<file path="config.mk">
export PLATFORM = sky130hd
export DESIGN_NAME = joystick_dual_stepper_pulser_core
export DESIGN_NICKNAME = d
export VERILOG_FILES = /design/src/design/jdsp_pkg.sv /design/src/design/joystick_dual_stepper_pulser_core.sv /design/src/design/jdsp_lane.sv
export SDC_FILE = /design/constraint.sdc
export NUM_CORES = 2
export LEC_CHECK = 0
export BUFFER_PORTS_ARGS = -buffer_cell sky130_fd_sc_hd__buf_2
export CAP_MARGIN = 20
export CORE_MARGIN = 2
export CORE_UTILIZATION = 45
export DETAILED_ROUTE_END_ITERATION = 16
export GPL_TIMING_DRIVEN = 0
export PLACE_DENSITY = 0.67
export SETUP_SLACK_MARGIN = 0.2
export SLEW_MARGIN = 20
export SYNTH_ARGS = -nofsm -noshare
export SYNTH_HDL_FRONTEND = slang
export SYNTH_SLANG_ARGS = --single-unit
</file>
<file path="constraint.sdc">
create_clock -name clk_i -period 7 [get_ports clk_i]
set_input_delay 0.7 -clock clk_i [delete_from_list [all_inputs] [get_ports clk_i]]
set_output_delay 0.7 -clock clk_i [all_outputs]
set_load 0.01 [all_outputs]
</file>
<file path="src/design/jdsp_pkg.sv">
// Package with types and constants of the joystick dual stepper pulser.
package jdsp_pkg;

  localparam int RAW_W     = 12;
  localparam int PERIOD_W  = 11;
  localparam int WINDOW_W  = 16;
  localparam int SAMPLE_BITS_DEF = 12;

  // Division by 20 of a 12-bit magnitude: (n * 3277) >> 16 is exact up to 4095.
  localparam logic [11:0] DIV20_MUL   = 12'd3277;
  localparam int          DIV20_SHIFT = 16;
  // Division by 90 of an 18-bit magnitude: (n * 372828) >> 25 is exact below 381300.
  localparam logic [18:0] DIV90_MUL   = 19'd372828;
  localparam int          DIV90_SHIFT = 25;

  localparam logic [7:0] DEFLECT_MAX = 8'd100;
  localparam logic [6:0] DEADZONE    = 7'd10;

  localparam logic [RAW_W-1:0]    CENTER_RST = 12'd2048;
  localparam logic [PERIOD_W-1:0] SLOW_RST   = 11'd1562;
  localparam logic [PERIOD_W-1:0] FAST_RST   = 11'd156;
  localparam logic [WINDOW_W-1:0] WINDOW_RST = 16'd50000;

  localparam logic CMD_SAMPLE = 1'b0;
  localparam logic CMD_TICK   = 1'b1;

  typedef enum logic [2:0] {
    REG_CENTER_X   = 3'd0,
    REG_CENTER_Y   = 3'd1,
    REG_SLOW       = 3'd2,
    REG_FAST       = 3'd3,
    REG_WINDOW     = 3'd4
  } cfg_reg_e;

  // Load enables of the three pipeline stages ahead of the output register.
  typedef struct packed {
    logic s1;
    logic s2;
    logic s3;
  } stage_en_t;

  // What the item leaving stage three does to the axis state.
  typedef struct packed {
    logic sample;
    logic tick;
  } lane_ctl_t;

  // Axis values after the update, as they go into the result.
  typedef struct packed {
    logic                step;
    logic                dir;
    logic [PERIOD_W-1:0] period;
  } lane_res_t;

endpackage

</file>
<file path="src/design/joystick_dual_stepper_pulser_core.sv">
// Top level of the joystick driven two-axis stepper pulse generator.
//
// Input stream: each transfer carries one item; tuser is the command (sample or
// one-microsecond tick) and tdata the two converter readings. A sample sets
// direction and step period of both axes and restarts the step window; a tick
// inside the window counts both axes down and strobes an axis whose count runs out.
// Output stream: exactly one result per input item, in order, with step strobes,
// held directions and current periods (zero means stopped).
// Configuration: a write channel with register index and data, always ready;
// the user is to write registers only while no item is in flight; the block has no check.
// An item passes stages one to three and then the output register. The x and y
// lanes each run a three-stage pipeline (divide by 20 by reciprocal multiply,
// interpolation multiply, divide by 90 by reciprocal multiply); the axis state is
// updated as an item enters the output register. One item per cycle unless stalled.
// Reset clears the periods, countdowns, directions, window count and all valid
// bits, and loads the configuration defaults. When the receiver stalls, the
// result holds in the output register while empty stages keep taking items;
// input ready drops only once every stage is full.
module joystick_dual_stepper_pulser_core
  import jdsp_pkg::*;
#(
  parameter int SAMPLE_BITS = SAMPLE_BITS_DEF
) (
  input  logic        clk_i,
  input  logic        rst_ni,
  input  logic        s_axis_tvalid,
  output logic        s_axis_tready,
  input  logic [23:0] s_axis_tdata,   // x_raw[11:0], y_raw[23:12]
  input  logic        s_axis_tuser,   // command
  output logic        m_axis_tvalid,
  input  logic        m_axis_tready,
  output logic [31:0] m_axis_tdata,   // step_x, step_y, dir_x, dir_y, rate_x[14:4],
                                      // rate_y[25:15], zero fill
  input  logic        cfg_valid_i,
  output logic        cfg_ready_o,
  input  logic [2:0]  cfg_index_i,
  input  logic [15:0] cfg_data_i
);

  localparam int SW = (SAMPLE_BITS < RAW_W) ? SAMPLE_BITS : RAW_W;
  localparam logic [RAW_W-1:0] SMASK = RAW_W'((32'd1 << SW) - 32'd1);

  logic [RAW_W-1:0]    center_x_q, center_y_q;
  logic [PERIOD_W-1:0] slow_q, fast_q;
  logic [WINDOW_W-1:0] window_q;
  logic [WINDOW_W-1:0] elapsed_q, elapsed_d;

  logic v1_q, v2_q, v3_q;
  logic cmd1_q, cmd2_q, cmd3_q;
  logic out_valid_q;
  logic [31:0] out_data_q;

  logic      en_out, move3;
  stage_en_t en;
  lane_ctl_t ctl;
  lane_res_t res_x, res_y;

  logic [RAW_W-1:0] x_raw, y_raw;

  assign x_raw = s_axis_tdata[11:0] & SMASK;
  assign y_raw = s_axis_tdata[23:12] & SMASK;

  // Each stage loads when it is empty or its item moves on.
  assign en_out = !out_valid_q || m_axis_tready;
  assign move3  = v3_q && en_out;
  assign en.s3  = !v3_q || en_out;
  assign en.s2  = !v2_q || en.s3;
  assign en.s1  = !v1_q || en.s2;
  assign s_axis_tready = en.s1;
  assign cfg_ready_o   = 1'b1;

  always_ff @(posedge clk_i or negedge rst_ni) begin
    if (!rst_ni) begin
      center_x_q <= CENTER_RST;
      center_y_q <= CENTER_RST;
      slow_q     <= SLOW_RST;
      fast_q     <= FAST_RST;
      window_q   <= WINDOW_RST;
    end else if (cfg_valid_i) begin
      case (cfg_reg_e'(cfg_index_i))
        REG_CENTER_X: center_x_q <= cfg_data_i[RAW_W-1:0];
        REG_CENTER_Y: center_y_q <= cfg_data_i[RAW_W-1:0];
        REG_SLOW:     slow_q     <= cfg_data_i[PERIOD_W-1:0];
        REG_FAST:     fast_q     <= cfg_data_i[PERIOD_W-1:0];
        REG_WINDOW:   window_q   <= cfg_data_i[WINDOW_W-1:0];
        default: ;
      endcase
    end
  end

  always_ff @(posedge clk_i or negedge rst_ni) begin
    if (!rst_ni) begin
      v1_q        <= 1'b0;
      v2_q        <= 1'b0;
      v3_q        <= 1'b0;
      out_valid_q <= 1'b0;
    end else begin
      if (en.s1)  v1_q <= s_axis_tvalid;
      if (en.s2)  v2_q <= v1_q;
      if (en.s3)  v3_q <= v2_q;
      if (en_out) out_valid_q <= v3_q;
    end
  end

  always_ff @(posedge clk_i) begin
    if (en.s1) cmd1_q <= s_axis_tuser;
    if (en.s2) cmd2_q <= cmd1_q;
    if (en.s3) cmd3_q <= cmd2_q;
  end

  // Window gating, shared by both lanes.
  always_comb begin
    ctl.sample = 1'b0;
    ctl.tick   = 1'b0;
    elapsed_d  = elapsed_q;
    if (move3) begin
      if (cmd3_q == CMD_SAMPLE) begin
        ctl.sample = 1'b1;
        elapsed_d  = '0;
      end else if (elapsed_q < window_q) begin
        ctl.tick  = 1'b1;
        elapsed_d = elapsed_q + 1'b1;
      end
    end
  end

  always_ff @(posedge clk_i or negedge rst_ni) begin
    if (!rst_ni) begin
      elapsed_q <= '0;
    end else begin
      elapsed_q <= elapsed_d;
    end
  end

  jdsp_lane u_lane_x (
    .clk_i  (clk_i),
    .rst_ni (rst_ni),
    .en_i   (en),
    .op_a_i (x_raw),
    .op_b_i (center_x_q),
    .slow_i (slow_q),
    .fast_i (fast_q),
    .ctl_i  (ctl),
    .res_o  (res_x)
  );

  // The y axis is inverted: center minus reading.
  jdsp_lane u_lane_y (
    .clk_i  (clk_i),
    .rst_ni (rst_ni),
    .en_i   (en),
    .op_a_i (center_y_q),
    .op_b_i (y_raw),
    .slow_i (slow_q),
    .fast_i (fast_q),
    .ctl_i  (ctl),
    .res_o  (res_y)
  );

  // Merge both lanes into one result.
  always_ff @(posedge clk_i) begin
    if (move3) begin
      out_data_q <= {6'b0, res_y.period, res_x.period, res_y.dir, res_x.dir,
                     res_y.step, res_x.step};
    end
  end

  assign m_axis_tvalid = out_valid_q;
  assign m_axis_tdata  = out_data_q;

endmodule

</file>
<file path="src/design/jdsp_lane.sv">
// One axis lane: deflection, period interpolation and step countdown.
module jdsp_lane
  import jdsp_pkg::*;
(
  input  logic                clk_i,
  input  logic                rst_ni,
  input  stage_en_t           en_i,
  input  logic [RAW_W-1:0]    op_a_i,
  input  logic [RAW_W-1:0]    op_b_i,
  input  logic [PERIOD_W-1:0] slow_i,
  input  logic [PERIOD_W-1:0] fast_i,
  input  lane_ctl_t           ctl_i,
  output lane_res_t           res_o
);

  // Stage 1: offset magnitude divided by 20.
  logic signed [RAW_W:0]   off;
  logic        [RAW_W:0]   off_abs;
  logic        [23:0]      q20_prod;
  logic        [7:0]       q1_q;
  logic                    neg1_q;

  // Stage 2: clamp, deadzone and interpolation product.
  logic        [7:0]       mag;
  logic        [6:0]       t7;
  logic signed [11:0]      diff_s;
  logic signed [7:0]       t_s;
  logic signed [19:0]      prod_d;
  logic signed [19:0]      prod2_q;
  logic                    stop2_q;
  logic                    dir2_q;

  // Stage 3: product divided by 90, truncated toward zero.
  logic        [19:0]      prod_abs;
  logic        [36:0]      q90_prod;
  logic        [PERIOD_W-1:0] quot3_q;
  logic                    pneg3_q;
  logic                    stop3_q;
  logic                    dir3_q;

  // Final: period and axis state.
  logic        [PERIOD_W:0]   per_sum;
  logic        [PERIOD_W-1:0] per_new;
  logic        [PERIOD_W-1:0] period_q, period_d;
  logic        [PERIOD_W-1:0] count_q, count_d;
  logic                       dir_q, dir_d;
  logic                       step;

  assign off      = $signed({1'b0, op_a_i}) - $signed({1'b0, op_b_i});
  assign off_abs  = off[RAW_W] ? (~off + 1'b1) : off;
  assign q20_prod = 24'(off_abs[RAW_W-1:0]) * 24'(DIV20_MUL);

  always_ff @(posedge clk_i) begin
    if (en_i.s1) begin
      q1_q   <= q20_prod[DIV20_SHIFT +: 8];
      neg1_q <= off[RAW_W];
    end
  end

  assign mag    = (q1_q > DEFLECT_MAX) ? DEFLECT_MAX : q1_q;
  assign t7     = mag[6:0] - DEADZONE;
  assign diff_s = $signed({1'b0, slow_i}) - $signed({1'b0, fast_i});
  assign t_s    = $signed({1'b0, t7});
  assign prod_d = diff_s * t_s;

  always_ff @(posedge clk_i) begin
    if (en_i.s2) begin
      prod2_q <= prod_d;
      stop2_q <= (mag < 8'(DEADZONE));
      // A deflection that truncates to zero counts as positive.
      dir2_q  <= !neg1_q || (q1_q == 8'd0);
    end
  end

  assign prod_abs = prod2_q[19] ? 20'(-prod2_q) : 20'(prod2_q);
  assign q90_prod = 37'(prod_abs[17:0]) * 37'(DIV90_MUL);

  always_ff @(posedge clk_i) begin
    if (en_i.s3) begin
      quot3_q <= q90_prod[DIV90_SHIFT +: PERIOD_W];
      pneg3_q <= prod2_q[19];
      stop3_q <= stop2_q;
      dir3_q  <= dir2_q;
    end
  end

  assign per_sum = pneg3_q ? ({1'b0, slow_i} + {1'b0, quot3_q})
                           : ({1'b0, slow_i} - {1'b0, quot3_q});
  assign per_new = stop3_q ? '0 : per_sum[PERIOD_W-1:0];

  always_comb begin
    period_d = period_q;
    count_d  = count_q;
    dir_d    = dir_q;
    step     = 1'b0;
    if (ctl_i.sample) begin
      period_d = per_new;
      count_d  = per_new;
      dir_d    = dir3_q;
    end else if (ctl_i.tick && (period_q != '0)) begin
      if (count_q <= PERIOD_W'(1)) begin
        count_d = period_q;
        step    = 1'b1;
      end else begin
        count_d = count_q - 1'b1;
      end
    end
  end

  always_ff @(posedge clk_i or negedge rst_ni) begin
    if (!rst_ni) begin
      period_q <= '0;
      count_q  <= '0;
      dir_q    <= 1'b0;
    end else begin
      period_q <= period_d;
      count_q  <= count_d;
      dir_q    <= dir_d;
    end
  end

  assign res_o.step   = step;
  assign res_o.dir    = dir_d;
  assign res_o.period = period_d;

endmodule

</file>
# Word-level counts from Yosys, hierarchy flattened
# Index checks and enable logic that the tools add are counted.
[totals]
rom_bits = 0
mem_bits_rw = 0
latchBits = 0
word_cells = 136
out_inout_bits = 35
memories = 0
ff_bits = 247
[classes]
addsub = 16
n_bitwise = 4
shift = 0
n_eq_ne = 5
multipliers = 6
magnitude_cmp = 7
muxes = 28
reduce_logical = 30
n_div = 0
[ops]
columns = ["operator", "count"]
rows = [
  ["$mux W11", 12],
  ["$mul A18 B17 Y34 const B", 2],
  ["$mul A12 B12 Y24 const B", 2],
  ["$mul A12 B8 Y20", 2],
  ["$mux W18", 2],
  ["$neg A18 Y18", 2],
  ["$mux W16", 2],
  ["$sub A12 B12 Y13", 2],
  ["$add A12 B1 Y12 const B", 2],
  ["$mux W12", 2],
  ["$not A12 Y12", 2],
  ["$add A11 B11 Y11", 2],
  ["$le A11 B1 Y1 const B", 2],
  ["$reduce_bool A11 Y1", 2],
  ["$sub A11 B1 Y11 const B", 2],
  ["$sub A11 B11 Y11", 2],
  ["$add A16 B1 Y16 const B", 1],
  ["$gt A8 B7 Y1 const B", 2],
  ["$logic_not A8 Y1", 2],
  ["$lt A16 B16 Y1", 1],
  ["$lt A8 B4 Y1 const B", 2],
  ["$mux W8", 2],
  ["$sub A7 B4 Y7 const B", 2],
  ["$reduce_and A2 Y1", 6],
  ["other kinds (14)", 36],
]

# Longest topological paths before layout
[logic_depth]
word_depth = 7
depth_mapped = 32
mapped_depth_nobuf = 31

# Modules after synthesis
# From an unflattened synthesis, not the netlist that was laid out.
[unflattened]
hier_cells = 3671
hier_area_um2 = 35373.9
[modules_own_cells]
columns = ["mod", "instances", "cells_each", "area_each_um2"]
rows = [
  ["jdsp_lane at u_lane_y", 1, 1662, 15361.0],
  ["jdsp_lane at u_lane_x", 1, 1617, 15023.2],
  ["joystick_dual_stepper_pulser_core", 1, 392, 4989.8],
]

# Worst setup path after synthesis
# Ideal clock, no wire load.
[synth_timing]
path_type = "input to register"
startpoint = "input s_axis_tdata[0]"
endpoint = "register u_lane_x.q1_q[7], data pin"
t_arrival_ns = 7.210
setup_time_ns = 0.268
path_slack_ns = -0.477
path_stages = 30
cell_sequence = "inv_1 -> ha_1 -> inv_1 -> fa_1 -> a211oi_2 -> o21ai_1 -> nand2_1 -> a21oi_2 -> a221o_1 -> buf_2 -> a31oi_1 -> xor2_1 -> ha_1 -> ha_1 -> inv_1 -> fa_1 -> inv_1 -> fa_1 -> inv_1 -> fa_1 -> inv_1 -> ha_1 -> a211o_1 -> a2111oi_0 -> o31ai_1 -> a21oi_1 -> o21ai_1 -> a41o_1 -> o41ai_1 -> xnor2_1"
[synth_via]
elab_chain_cells = 5
[synth_rtl]
columns = ["element", "line_no", "text"]
rows = [
  ["from (decl)", "joystick_dual_stepper_pulser_core.sv:28", "input logic [23:0] s_axis_tdata,"],
  ["$sub A12 B12 Y13 (*)", "jdsp_lane.sv:49", "assign off = $signed({1'b0, op_a_i}) - $signed({1'b0, op_b_i});"],
  ["$not A12 Y12", "jdsp_lane.sv:50", "assign off_abs = off[RAW_W] ? (~off + 1'b1) : off;"],
  ["$add A12 B1 Y12", "jdsp_lane.sv:50", ""],
  ["$mux W12 (*)", "jdsp_lane.sv:50", ""],
  ["$mul A12 B12 Y24 (*)", "jdsp_lane.sv:51", "assign q20_prod = 24'(off_abs[RAW_W-1:0]) * 24'(DIV20_MUL);"],
  ["named net u_lane_x.q20_prod[23]", "jdsp_lane.sv:19", "logic [23:0] q20_prod;"],
  ["to (signal assigned)", "jdsp_lane.sv:55", "q1_q <= q20_prod[DIV20_SHIFT +: 8];"],
  ["to (decl)", "jdsp_lane.sv:20", "logic [7:0] q1_q;"],
]
# Mark *: on every way through the listed nets, which the timed path passes. The rest lies on a longest branch.
# A chain may end at the register's enable or synchronous reset.

# Worst setup path in the final report
[layout_timing]
startpoint = "register center_x_q[0]"
endpoint = "register u_lane_x.q1_q[7], data pin"
[layout_via]
elab_chain_cells = 5
[layout_rtl]
columns = ["element", "line_no", "text"]
rows = [
  ["from (decl)", "joystick_dual_stepper_pulser_core.sv:43", "logic [RAW_W-1:0] center_x_q, center_y_q;"],
  ["from (signal assigned)", "joystick_dual_stepper_pulser_core.sv:81", "REG_CENTER_X: center_x_q <= cfg_data_i[RAW_W-1:0];"],
  ["$sub A12 B12 Y13 (*)", "jdsp_lane.sv:49", ""],
  ["$not A12 Y12", "jdsp_lane.sv:50", ""],
  ["$add A12 B1 Y12", "jdsp_lane.sv:50", ""],
  ["$mux W12 (*)", "jdsp_lane.sv:50", ""],
  ["$mul A12 B12 Y24 (*)", "jdsp_lane.sv:51", ""],
  ["named net u_lane_x.q20_prod[23]", "jdsp_lane.sv:19", ""],
]
# Marked as above.

==> run_summary.xml <==
<?xml version="1.0" encoding="UTF-8"?>
<metrics>
  <group name="placed_design">
    <metric name="gp_congestion" unit="">0.899</metric>
    <metric name="placedCellCount" unit="">4732</metric>
    <metric name="portBuffers" unit="">76</metric>
    <metric name="dp.final_hpwl" unit="um">62800</metric>
  </group>
  <group name="clock_network">
    <metric name="cts_inserted_buffers" unit="">28</metric>
    <metric name="cts_num_sinks" unit="">245</metric>
    <metric name="cts_tree" unit="">built</metric>
    <metric name="ctsHtreeMaxLevel" unit="">1</metric>
    <metric name="clock_tree_root" unit="">sky130_fd_sc_hd__clkbuf_16</metric>
    <metric name="cts-root-to-sink-buffers" unit="">3</metric>
    <metric name="clk_pin_slew" unit="ps">60</metric>
    <metric name="clock_insertion_delay_worst_skew" unit="ps">590</metric>
  </group>
  <group name="logic_synthesis">
    <metric name="syn_area" unit="um2">34700</metric>
    <metric name="ys_types" unit="">86</metric>
    <metric name="avgSynthCellArea" unit="um2">9.60</metric>
    <metric name="post_synthesis_sequential_area_ratio" unit="%">19.4</metric>
    <metric name="number_of_enable_type_register_cells_in_the_synthesized_netlist" unit="">117</metric>
    <metric name="ys_seq_elements" unit="">245</metric>
    <metric name="netlist_top_cells_area" unit="">sky130_fd_sc_hd__fa_1 23%, sky130_fd_sc_hd__ha_1 21%, sky130_fd_sc_hd__edfxtp_1 10%, sky130_fd_sc_hd__inv_1 8.1%, sky130_fd_sc_hd__dfrtp_1 8.0%</metric>
    <metric name="asr_flop_ratio_synth" unit="%">52.2</metric>
    <metric name="synthDominantCellAreaShare" unit="%">22.8</metric>
    <metric name="yosys.area.top_type" unit="">sky130_fd_sc_hd__fa_1</metric>
    <metric name="synthCells" unit="">3617</metric>
    <metric name="dominantRegCellSynth" unit="">sky130_fd_sc_hd__edfxtp_1</metric>
    <metric name="ys_warn_count" unit="">0</metric>
  </group>
  <group name="sta">
    <metric name="max_clock_skew" unit="ps">29.1</metric>
    <metric name="finalCritPeriodShare" unit="%">100</metric>
    <metric name="worst_pin_slew" unit="ps">929</metric>
    <metric name="setup_repair_after_global_routing_missed_its_margin" unit="">yes</metric>
    <metric name="report.final.hold_viol_count" unit="">0</metric>
    <metric name="final.setup.worst_slack" unit="ps">-23.1</metric>
    <metric name="final-max-slew-violation-count" unit="">0</metric>
    <metric name="finalSetupViolations" unit="">1</metric>
    <metric name="highest_clock_rate" unit="GHz">0.142</metric>
    <metric name="slew_headroom" unit="%">37.8</metric>
    <metric name="layout_min_cycle_time" unit="ps">7020</metric>
  </group>
  <group name="setup_path">
    <metric name="r2r-start" unit="">center_x_q[0]$_DFFE_PN0P_</metric>
    <metric name="criticalPathCategory" unit="">register to register</metric>
    <metric name="critPathRequiredTime" unit="ps">7310</metric>
    <metric name="critPathLaunchType" unit="">register</metric>
    <metric name="highest_cell_delay_on_the_worst_timing_path" unit="ps">550</metric>
    <metric name="crit_path_max_fanout" unit="">5</metric>
    <metric name="critical_path.slowest_cell" unit="">sky130_fd_sc_hd__fa_1</metric>
    <metric name="crit_start" unit="">center_x_q[0]$_DFFE_PN0P_</metric>
    <metric name="timing.critical_path.to_type" unit="">register</metric>
    <metric name="arrival_time_worst_endpoint" unit="ps">7330</metric>
  </group>
  <group name="worst_hold_path">
    <metric name="worst_hold_path_type" unit="">primary input to register</metric>
    <metric name="min-delay-start" unit="">cfg_data_i[14]</metric>
  </group>
  <group name="die">
    <metric name="fp.coreArea" unit="um2">76200</metric>
    <metric name="num_io_pins" unit="">84</metric>
    <metric name="rows" unit="">101</metric>
    <metric name="die_width" unit="um">282</metric>
    <metric name="chipHeight" unit="um">282</metric>
    <metric name="die_area" unit="um2">79400</metric>
    <metric name="floorplan.initialDensity" unit="%">45.6</metric>
  </group>
  <group name="finish">
    <metric name="post_route_cells_drive_above_1_share" unit="%">17.1</metric>
    <metric name="multi_input_area" unit="um2">27200</metric>
    <metric name="register_area" unit="um2">6740</metric>
    <metric name="mostFrequentLayoutCell" unit="">sky130_fd_sc_hd__inv_1</metric>
    <metric name="finish.cell_count_without_fillers" unit="">4937</metric>
    <metric name="layout.core_utilization" unit="%">53.8</metric>
    <metric name="layout.cells.most_common_list" unit="">729 x sky130_fd_sc_hd__inv_1, 544 x sky130_fd_sc_hd__ha_1, 388 x sky130_fd_sc_hd__fa_1, 239 x sky130_fd_sc_hd__nor2_1, 218 x sky130_fd_sc_hd__nand2_1</metric>
    <metric name="nFillCells" unit="">6554</metric>
    <metric name="nets" unit="">4914</metric>
    <metric name="syn_to_final_growth" unit="%">18.0</metric>
    <metric name="antenna-diode-count" unit="">0</metric>
  </group>
  <group name="global_routing">
    <metric name="grt_pass1_vias" unit="">26300</metric>
    <metric name="grtUsageTotal" unit="%">20.5</metric>
    <metric name="antenna_found_initial" unit="">2</metric>
    <metric name="global_route_wire_length_before_repair" unit="um">132000</metric>
    <metric name="grt_remaining_overflow" unit="">0</metric>
    <metric name="grt_max_degree" unit="">88</metric>
  </group>
  <group name="routing">
    <metric name="route.detailed.drc" unit="">0</metric>
    <metric name="drt_first_iter_violations" unit="">1352</metric>
    <metric name="viasPerCell" unit="">5.18</metric>
    <metric name="detailroute.via_count" unit="">25600</metric>
    <metric name="drt_wl_total" unit="um">80700</metric>
    <metric name="ant_nets" unit="">0</metric>
    <metric name="drt_first_pass_iters" unit="">6</metric>
    <metric name="wl_per_cell" unit="um">16.3</metric>
  </group>
  <group name="job">
    <metric name="maxCapViolations" unit="">0</metric>
  </group>
  <group name="status">
    <metric name="status" unit="">finished with violations</metric>
    <metric name="failed_checks" unit="">setup timing</metric>
  </group>
</metrics>
sequential cells by signal, summed over array words and instances, names as in the netlist, 12 cells and up:
| register | cells |
|---|---|
| window_q | 16 |
| u_lane_x.prod2_q | 19 |
| elapsed_q | 16 |
| center_y_q | 12 |
| center_x_q | 12 |
| u_lane_y.prod2_q | 19 |
| m_axis_tdata | 26 |
through the flow:
stage               setup slack (ps)  TNS [ps]  cell area (um2)  hold slack, ps
CTS                            -64.7     -73.2            39700             327
floorplan                      -72.5     -72.5            35000             400
global placement               -1040    -20000            36700             401
finish                         -23.1     -23.1            41000             351
global route                    -234      -995            41000             343
detailed placement             -1090    -22120            36800             405
path summary, 6_finish.rpt:
path / to / slack [ps] / cells after the start
max: u_lane_x.q1_q[7]$_DFFE_PP_ / -20 / 28
min: window_q[14]$_DFFE_PN1P_ / 350 / 3
max reg2reg: u_lane_x.q1_q[7]$_DFFE_PP_ / -20 / 28
min reg2reg: u_lane_x.stop3_q$_DFFE_PP_ / 420 / 0
max in group asynchronous: center_x_q[0]$_DFFE_PN0P_ / 5520 / 3
min in group asynchronous: u_lane_x.period_q[6]$_DFF_PN0_ / 600 / 2
kinds of logic after synthesis:
family                   count (synthesis)  share of synthesized area (%)
AND/OR/NAND/NOR                        784                           10.6
flip-flops                             245                           19.4
multiplexers                            43                           1.38
adder cells (fa/ha/maj)                980                           43.8
XOR/XNOR                               234                           6.06
buffers and inverters                  821                           8.96
AO/OA/AOI/OAI                          508                           9.78
other                                    2                         0.0216
routing by layer:
layer  vias up  routed length, um  track usage (%)  part of all wire, %
met5         -                  0                0                    0
met4         0               1520             3.23                  1.9
met3       116               3160             2.09                  3.9
met2       513              39800             35.9                   49
met1     12600              36200             27.9                   45
li1      12400                  -                -                    -
cell type report:
type / count / area share [%]
multi-input combinational: 2556 / 66.3
sequential: 245 / 16.4
inverter: 758 / 6.99
timing repair buffer: 233 / 4.06
tap: 1030 / 3.14
clock buffer: 33 / 1.75
buffer: 63 / 0.830
clock inverter: 19 / 0.494
synthesized netlist by cell type, types with 36 or more instances:
| master | number |
|---|---|
| sky130_fd_sc_hd__xor2_1 | 67 |
| sky130_fd_sc_hd__dfrtp_1 | 111 |
| sky130_fd_sc_hd__nand2_1 | 227 |
| sky130_fd_sc_hd__o21ai_0 | 127 |
| sky130_fd_sc_hd__clkbuf_1 | 49 |
| sky130_fd_sc_hd__a21oi_1 | 112 |
| sky130_fd_sc_hd__edfxtp_1 | 117 |
| sky130_fd_sc_hd__fa_1 | 395 |
| sky130_fd_sc_hd__nand3_1 | 43 |
| sky130_fd_sc_hd__ha_1 | 585 |
| sky130_fd_sc_hd__inv_1 | 753 |
| sky130_fd_sc_hd__nor3_1 | 64 |
| sky130_fd_sc_hd__nand2b_1 | 36 |
| sky130_fd_sc_hd__mux2_2 | 40 |
| sky130_fd_sc_hd__a21o_1 | 55 |
| sky130_fd_sc_hd__xnor2_1 | 161 |
| sky130_fd_sc_hd__nor2_1 | 251 |
critical path: cells and delay by family, from the launching register on:
kind,cells,cell delay (ps)
buffers and inverters,4,300
adder cells (fa/ha/maj),8,3110
AND/OR/NAND/NOR,2,270
XOR/XNOR,3,490
AO/OA/AOI/OAI,11,2160
flip-flops,1,410
what timing repair did:
| item | in CTS | in global routing |
|---|---|---|
| gates cloned | 0 | 1 |
| hold endpoints to repair | 7 | 0 |
| setup endpoints to repair | 48 | 40 |
| buffers inserted | 101 | 49 |
| hold buffers | 1 | 0 |
| pin swaps | 90 | 125 |
| gates resized for setup | 214 | 165 |
Power is left out: the tool's default activity adds up to more than one toggle a clock period on the data nets, which glitch-free logic cannot reach.
